$ cat src/hw/rtl/cpc_pkg.sv
`timescale 1ns / 1ps

package cpc_pkg;

    localparam int CURVE_W = 12;
    localparam int COUNT_W = 13;
    localparam logic [COUNT_W-1:0] COUNT_MAX = 13'h1FFF;

    typedef enum logic [2:0] {
        SEL_A_RAW = 3'd0,
        SEL_B_RAW = 3'd1,
        SEL_AA    = 3'd2,
        SEL_A3    = 3'd3,
        SEL_BB    = 3'd4,
        SEL_DISC  = 3'd5,
        SEL_SIX   = 3'd6
    } t_red_sel;

    typedef enum logic [2:0] {
        DST_NONE = 3'd0,
        DST_A    = 3'd1,
        DST_B    = 3'd2,
        DST_T    = 3'd3,
        DST_U    = 3'd4,
        DST_SIX  = 3'd5
    } t_red_dst;

    typedef struct packed {
        logic     load;
        logic     mark_sing;
        logic     red_start;
        t_red_sel red_sel;
        t_red_dst red_dst;
        logic     init_scan;
        logic     clr_step;
        logic     fill_step;
        logic     scan_step;
        logic     emit;
    } t_cmd;

    typedef struct packed {
        logic p_small;
        logic red_busy;
        logic red_zero;
        logic idx_at_end;
        logic idx_at_half;
        logic out_full;
    } t_status;

endpackage

$ cat src/hw/rtl/cpc_ctrl.sv
`timescale 1ns / 1ps

module cpc_ctrl (
    input  logic             i_clk,
    input  logic             i_rst_n,
    input  logic             i_in_valid,
    output logic             o_in_ready,
    input  logic             i_out_ready,
    input  cpc_pkg::t_status i_status,
    output cpc_pkg::t_cmd    o_cmd
);
    import cpc_pkg::*;

    typedef enum logic [13:0] {
        S_IDLE     = 14'h0001,
        S_CHK_P    = 14'h0002,
        S_RED_A    = 14'h0004,
        S_RED_B    = 14'h0008,
        S_RED_AA   = 14'h0010,
        S_RED_A3   = 14'h0020,
        S_RED_BB   = 14'h0040,
        S_RED_DISC = 14'h0080,
        S_RED_SIX  = 14'h0100,
        S_CLEAR    = 14'h0200,
        S_FILL     = 14'h0400,
        S_SCAN     = 14'h0800,
        S_DRAIN    = 14'h1000,
        S_EMIT     = 14'h2000
    } t_state;

    t_state r_state;
    t_state n_state;
    logic   r_first;
    logic   n_first;
    logic   red_done;

    assign red_done = !r_first && !i_status.red_busy;

    always_comb begin
        n_state         = r_state;
        o_in_ready      = 1'b0;
        o_cmd           = '0;
        o_cmd.red_sel   = SEL_A_RAW;
        o_cmd.red_dst   = DST_NONE;
        unique case (r_state)
            S_IDLE: begin
                o_in_ready = 1'b1;
                if (i_in_valid) begin
                    o_cmd.load = 1'b1;
                    n_state    = S_CHK_P;
                end
            end
            S_CHK_P: begin
                if (i_status.p_small) begin
                    o_cmd.mark_sing = 1'b1;
                    n_state         = S_EMIT;
                end else begin
                    n_state = S_RED_A;
                end
            end
            S_RED_A: begin
                o_cmd.red_sel   = SEL_A_RAW;
                o_cmd.red_start = r_first;
                if (red_done) begin
                    o_cmd.red_dst = DST_A;
                    n_state       = S_RED_B;
                end
            end
            S_RED_B: begin
                o_cmd.red_sel   = SEL_B_RAW;
                o_cmd.red_start = r_first;
                if (red_done) begin
                    o_cmd.red_dst = DST_B;
                    n_state       = S_RED_AA;
                end
            end
            S_RED_AA: begin
                o_cmd.red_sel   = SEL_AA;
                o_cmd.red_start = r_first;
                if (red_done) begin
                    o_cmd.red_dst = DST_T;
                    n_state       = S_RED_A3;
                end
            end
            S_RED_A3: begin
                o_cmd.red_sel   = SEL_A3;
                o_cmd.red_start = r_first;
                if (red_done) begin
                    o_cmd.red_dst = DST_T;
                    n_state       = S_RED_BB;
                end
            end
            S_RED_BB: begin
                o_cmd.red_sel   = SEL_BB;
                o_cmd.red_start = r_first;
                if (red_done) begin
                    o_cmd.red_dst = DST_U;
                    n_state       = S_RED_DISC;
                end
            end
            S_RED_DISC: begin
                o_cmd.red_sel   = SEL_DISC;
                o_cmd.red_start = r_first;
                if (red_done) begin
                    if (i_status.red_zero) begin
                        o_cmd.mark_sing = 1'b1;
                        n_state         = S_EMIT;
                    end else begin
                        n_state = S_RED_SIX;
                    end
                end
            end
            S_RED_SIX: begin
                o_cmd.red_sel   = SEL_SIX;
                o_cmd.red_start = r_first;
                if (red_done) begin
                    o_cmd.red_dst = DST_SIX;
                    n_state       = S_CLEAR;
                end
            end
            S_CLEAR: begin
                o_cmd.init_scan = r_first;
                o_cmd.clr_step  = 1'b1;
                if (i_status.idx_at_end) begin
                    n_state = S_FILL;
                end
            end
            S_FILL: begin
                o_cmd.fill_step = 1'b1;
                if (i_status.idx_at_half) begin
                    n_state = S_SCAN;
                end
            end
            S_SCAN: begin
                o_cmd.scan_step = 1'b1;
                if (i_status.idx_at_end) begin
                    n_state = S_DRAIN;
                end
            end
            S_DRAIN: begin
                n_state = S_EMIT;
            end
            S_EMIT: begin
                if (!i_status.out_full || i_out_ready) begin
                    o_cmd.emit = 1'b1;
                    n_state    = S_IDLE;
                end
            end
            default: begin
                n_state = S_IDLE;
            end
        endcase
        n_first = (n_state != r_state);
    end

    always_ff @(posedge i_clk) begin
        if (!i_rst_n) begin
            r_state <= S_IDLE;
            r_first <= 1'b0;
        end else begin
            r_state <= n_state;
            r_first <= n_first;
        end
    end

endmodule

$ cat config.mk
export PLATFORM = sky130hd
export DESIGN_NAME = cpc_ctrl
export DESIGN_NICKNAME = d
export VERILOG_FILES = /design/src/hw/rtl/cpc_pkg.sv /design/src/hw/rtl/cpc_ctrl.sv
export SDC_FILE = /design/constraint.sdc
export NUM_CORES = 1
export LEC_CHECK = 0
export BUFFER_PORTS_ARGS = -buffer_cell sky130_fd_sc_hd__buf_2
export CAP_MARGIN = 20
export CORE_ASPECT_RATIO = 1.2
export CORE_UTILIZATION = 54
export DETAILED_ROUTE_END_ITERATION = 10
export PLACE_DENSITY = 0.78
export SKIP_LAST_GASP = 1
export SLEW_MARGIN = 20
export SYNTH_ARGS = -nofsm -noshare
export SYNTH_HDL_FRONTEND = slang
export SYNTH_SLANG_ARGS = --single-unit
$ cat constraint.sdc
create_clock -name i_clk -period 3.21 [get_ports i_clk]
set_input_delay 0.963 -clock i_clk [delete_from_list [all_inputs] [get_ports i_clk]]
set_output_delay 0.963 -clock i_clk [all_outputs]
set_load 0.02 [all_outputs]
==> impl_metrics.toml, run 1 <==
[status]
status = "finished clean"

[worst_setup_path]
r2r_start = "r_state[9]"
end_kind = "primary output"
required_ps = 2250
r2r-end = "r_first"
rrSetupSlack_ps = 750
worst-path-max-fanout = 9
arrival_ps = 2210
crit_type = "flip-flop to primary output"
worstSetupStartpointType = "flip-flop"
ff2ff_path_depth = 7

[timing]
worst_pin_slew_ps = 520
hold_viol_final = 0
setup_violations = 0
slew_violations = 0
slew_headroom = 0.653
fin_crit_sh = 0.989
timing.fmax_mhz = 315
tns_ps = 0
fin_ws_ps = 34.6
fin_skew_ps = 4.73
rsz0062_at_grt = "true"
fin_crit_ps = 3180

[cells_and_area]
drive_above_1_share = 0.350
finalInstanceArea_sq_um = 1850
nets = 254
final_cell_mix = "buf_4 (30), buf_2 (22), nor2_1 (19), nor3_1 (13), dfxtp_1 (11)"
final_util = 0.717
final_common_cell = "buf_4"
syn2layout_area_growth_pct = 23.6
diodes = 0

[synth]
synth-seq-cells = 15
synth_largest_area_cell = "dfxtp_1"
syn_inst = 202
synthSimpleGateAreaFrac = 0.422
synth_nets = 212
synth_top_flop_cell = "dfxtp_1"
synth.top_cells.by_area = "dfxtp_1 (20%), nor2_1 (5.3%), nor3_1 (4.4%)"
synth-adder-area-share = 0
synth-async-reset-ratio = 0
synthXorXnorAreaFrac = 0.0351
ys_warn_count = 0
synth_top_family_by_area = "simple AND/OR/NAND/NOR gates"
synth_compound_area_frac = 0.223
syn_avg_cell_area_sq_um = 7.40
yosysUniqueCellTypes = 56
ys_seq_area_frac = 0.201
synthMuxAreaShare = 0.00669
synth_edf_count = 0
synth_top_area_frac = 0.201
syn_area_sq_um = 1500

[global_route]
grt.total_usage = 0.378
grt_max_degree = 15
gr-total-overflow = 0
antenna_found_initial = 0
met3_usage = 0.0333
grt_pass1_wl_mm = 8.39
grt_pass1_vias = 1683
busiest_layer = "met2"
grtUsageMet2 = 0.650
grtUsageMet1 = 0.467

[routing]
ant_nets = 0
vias = 1849
drc_errors = 0
wl_mm = 5.31
first_pass_iters = 5
vias_per_cell = 6.70
initialDrtViolationCount = 132
detail_route.wl_per_cell_um = 19.2

[cts]
clk_pin_slew_ps = 110
cts_tree = "built"
cts_buffers = 3
insertion_delay_ps = 300
numClockSinks = 15
cts_max_level = 1
clockRootBuffer = "clkbuf_4"
cts_buffer_depth = 2

[min_path]
min_path_cells = 2
min-delay-start = "r_state[4]"
hold_end = "r_state[4]"
hp-class = "flip-flop to flip-flop"

[floorplan]
die_h_um = 59.6
rows = 20
fp.dieArea_sq_um = 2980
core-area_sq_um = 2580
start_util = 0.580
pin_count = 25
dieWidth_um = 50.0

[place]
dp_hpwl_mm = 3.84
place.gp.congestion = 0.976
port_buffers = 24
pre_cts_ws_ps = 199
placed_area_sq_um = 1710

[pwr]
powerDensity_nw_per_um2 = 253
power.total_w = 0.000468
irDropWorstVdd_uv = 225
p_leak_nw = 0.825

[job]
drv_cap = 0
-- kinds of logic after synthesis --
logic type	Yosys count
AND/OR/NAND/NOR	107
multiplexers	1
AO/OA/AOI/OAI	46
flip-flops	15
buffers and inverters	27
XOR/XNOR	6
-- routing by layer --
metal | vias up | part of all wire
met3 | 27 | 0.086
met1 | 866 | 0.38
met2 | 110 | 0.49
met5 | - | 0
met4 | 0 | 0.043
li1 | 846 | -
-- layout make-up --
cell class,count,area (sq um)
tap,33,41.3
fill,239,729
multi-input combinational,160,1080
inverter,10,37.5
timing repair buffer,54,358
sequential,15,305
clock inverter,1,5.00
clock buffer,3,22.5
-- worst max-delay path: stages (launching register included) --
cell and delay [ps]:
dfxtp_1 410, or4_4 620, nor2_4 160, nand3_2 120, nor4_4 310, and2_1 180, buf_6 120
-- report_power, final --
| part | internal, W | total (W) | switching [W] |
|---|---|---|---|
| Sequential | 0.000191 | 0.000195 | 0.00000461 |
| Combinational | 0.0000648 | 0.000152 | 0.0000868 |
| Clock | 0.0000464 | 0.000121 | 0.0000749 |
-- flip-flops by register name (all words and copies together), names as in the netlist --
signal and cells:
r_state 14, r_first 1
-- worst max-delay path by stage --
stage	endpoint	depth (start not counted)	slack, ps	start
after floorplan	o_cmd[4]	7	30	r_state[0]
after global placement	o_cmd[13]	7	230	r_state[11]
after detailed placement	o_cmd[0]	4	200	r_state[7]
after CTS	o_cmd[11]	7	40	r_state[1]
after global routing	o_cmd[13]	6	-20	r_state[10]
final	o_cmd[13]	6	30	r_state[10]
-- stage by stage --
stage	std cells	hold WS, ps
2_1_floorplan	202	588
3_3_place_gp	266	594
3_5_place_dp	266	627
4_1_cts	272	656
5_1_grt	276	675
6_report	276	627
-- Yosys cell counts (4+ instances only) --
library cell and count:
nand2b_1 4, nand2_1 10, o31ai_1 4, nor4_1 7, or4_1 4, buf_6 4, nor2_1 21, nand4_1 8
a31oi_1 5, dfxtp_1 15, nor3_1 13, inv_1 9, clkbuf_1 8, a21oi_1 9, nand3_1 12, o21ai_0 8
xor2_1 4
-- repair_timing --
item / in CTS / in global routing
gates resized for setup: 6 / 11
hold buffers: 0 / 0
gates cloned: 0 / 0
pin swaps: 3 / 6
setup buffers: 2 / 4
setup endpoints to repair: 4 / 5
Note: power is estimated with default switching activity, not from simulation.
==> run 2, diff against run 1 <==
==> constraint.sdc (replaced) <==
create_clock -name i_clk -period 3.21 [get_ports i_clk]
set_input_delay 0.4815 -clock i_clk [delete_from_list [all_inputs] [get_ports i_clk]]
set_output_delay 0.4815 -clock i_clk [all_outputs]
set_load 0.02 [all_outputs]
==> run 2 against run 1 <==
Net effect:
- sequential power is 3% higher
- global-route usage is 4.3 points lower
- count of clock-buffer cells in the layout stayed put
- combinational power is 26% lower
- cell area is 12% lower
- utilization is 8.8 points lower
- flip-flop and latch count stayed put
- critical endpoint is now o_cmd[4]
- largest cell class unchanged
==> impl_metrics.toml, run 2 (same netlist as run 1, synthesis figures left out) <==
[cts]
cts_buffer_depth = 2
insertion_delay_ps = 300
numClockSinks = 15
clockRootBuffer = "clkbuf_4"
cts_max_level = 1
post_cts_buffers = 0
cts_tree = "built"
hold_buffers = 0
cts_resized = 0
cts_buffers = 3
clk_pin_slew_ps = 100

[floorplan]
rows = 20
core-area_sq_um = 2580
die_h_um = 59.6
dieWidth_um = 50.0
fp.dieArea_sq_um = 2980
start_util = 0.580
pin_count = 25

[pwr]
switchingPower_w = 0.000152
powerDensity_nw_per_um2 = 267
pwr-share-seq = 0.463
p_leak_nw = 0.695
p_comb_frac = 0.261
irDropWorstVdd_uv = 192
p_int_w = 0.000280
p_sw_frac = 0.352
clock_power_share = 0.276

[timing]
slew_headroom = 0.598
fin_crit_ps = 3050
slew_violations = 0
fin_skew_ps = 2.89
hold_viol_final = 0
rsz0062_at_grt = "false"
worst_pin_slew_ps = 597
timing.fmax_mhz = 328
tns_ps = 0
setup_violations = 0
fin_crit_sh = 0.950

[status]
status = "finished clean"

[routing]
wl_mm = 4.60
vias = 1734
detail_route.wl_per_cell_um = 18.0
ant_nets = 0
initialDrtViolationCount = 145
drc_errors = 0
first_pass_iters = 5
vias_per_cell = 6.80

[worst_setup_path]
ff2ff_path_depth = 6
r2r_start = "r_state[7]"
arrival_ps = 2570
worst-path-max-fanout = 12
worstSetupStartpointType = "flip-flop"
crit_type = "flip-flop to primary output"
rrSetupSlack_ps = 720
path_cells = "or4_2, or4_4, nor2_1, and2_1, buf_2"
cp_slowest_cell = "or4_2"
end_kind = "primary output"
slowest_delay_ps = 730
r2r-end = "r_first"
required_ps = 2730

[cells_and_area]
nets = 233
finalInstanceArea_sq_um = 1620
syn2layout_area_growth_pct = 8.37
final_common_cell = "buf_2"
reg_top3 = "r_state: 14 flops, r_first: 1 flops"
drive_above_1_share = 0.239
final_util = 0.629
regMostFlops = "r_state"
diodes = 0
largest_reg_flops = 14
final_cell_mix = "buf_2 (24), nor2_1 (21), dfxtp_1 (15), nor3_1 (13), nand3_1 (12)"

[min_path]
hold_end = "r_state[0]"
min-delay-start = "i_rst_n"
hp-class = "input port to flip-flop"
min_path_cells = 2

[job]
drv_cap = 0

[place]
port_buffers = 24
dp_hpwl_mm = 3.47
place.gp.congestion = 1.03
placed_area_sq_um = 1590

[global_route]
antenna_found_initial = 0
grt.total_usage = 0.335
grt_max_degree = 17
grt_pass1_wl_mm = 7.58
grt_pass1_vias = 1553
gr-total-overflow = 0
run 2: cell count changes in the layout (fill, tap and decap cells not counted), sizes merged:
cell and delta:
buf -21
run 2: worst max-delay path by stage:
stage	from	endpoint	slack, ps	depth (start not counted)
6_report	r_state[7]	o_cmd[4]	160	5
5_1_grt	r_state[7]	o_cmd[4]	70	5
4_1_cts	r_state[7]	o_cmd[4]	180	5
3_5_place_dp	r_state[7]	o_cmd[4]	530	5
3_3_place_gp	r_state[7]	o_cmd[4]	590	5
2_1_floorplan	r_state[11]	o_cmd[13]	280	6
run 2: power groups by stage:
stage          sequential, W  combinational [W]  clock (W)
6_report            0.000200           0.000113   0.000119
3_5_place_dp        0.000204           0.000111          0
2_1_floorplan       0.000199          0.0000860          0
4_1_cts             0.000200           0.000111   0.000120
5_1_grt             0.000202           0.000122   0.000127
3_3_place_gp        0.000204           0.000110          0
run 2: cell type report:
type	instances	area, sq um
well taps	33	41.3
clock inverters	1	5.00
clock buffers	3	22.5
inverters	10	37.5
fillers	250	957
flip-flops and latches	15	300
repair buffers	33	188
multi-input cells	160	1030
run 2: worst max-delay path: cells and delay by family, from the launching register on:
family	cells	cell delay, ps
and+or+nand+nor	4	1670
buffers and inverters	1	160
DFF	1	440
run 2: routing by layer:
layer  vias to the layer above  track usage  part of all wire
met4                         0        0.204             0.058
met3                        29       0.0308             0.081
met2                       114        0.547              0.47
met5                         -            0                 0
li1                        805            -                 -
met1                       786        0.425              0.39
run 2: through the flow:
step                      cells  total power, W  setup slack, ps  hold WS [ps]
final                       255        0.000432              162           434
after detailed placement    251        0.000315              525           643
after floorplan             202        0.000285              280           553
after CTS                   255        0.000431              183           435
after global routing        255        0.000451             73.5           466
after global placement      251        0.000315              588           643
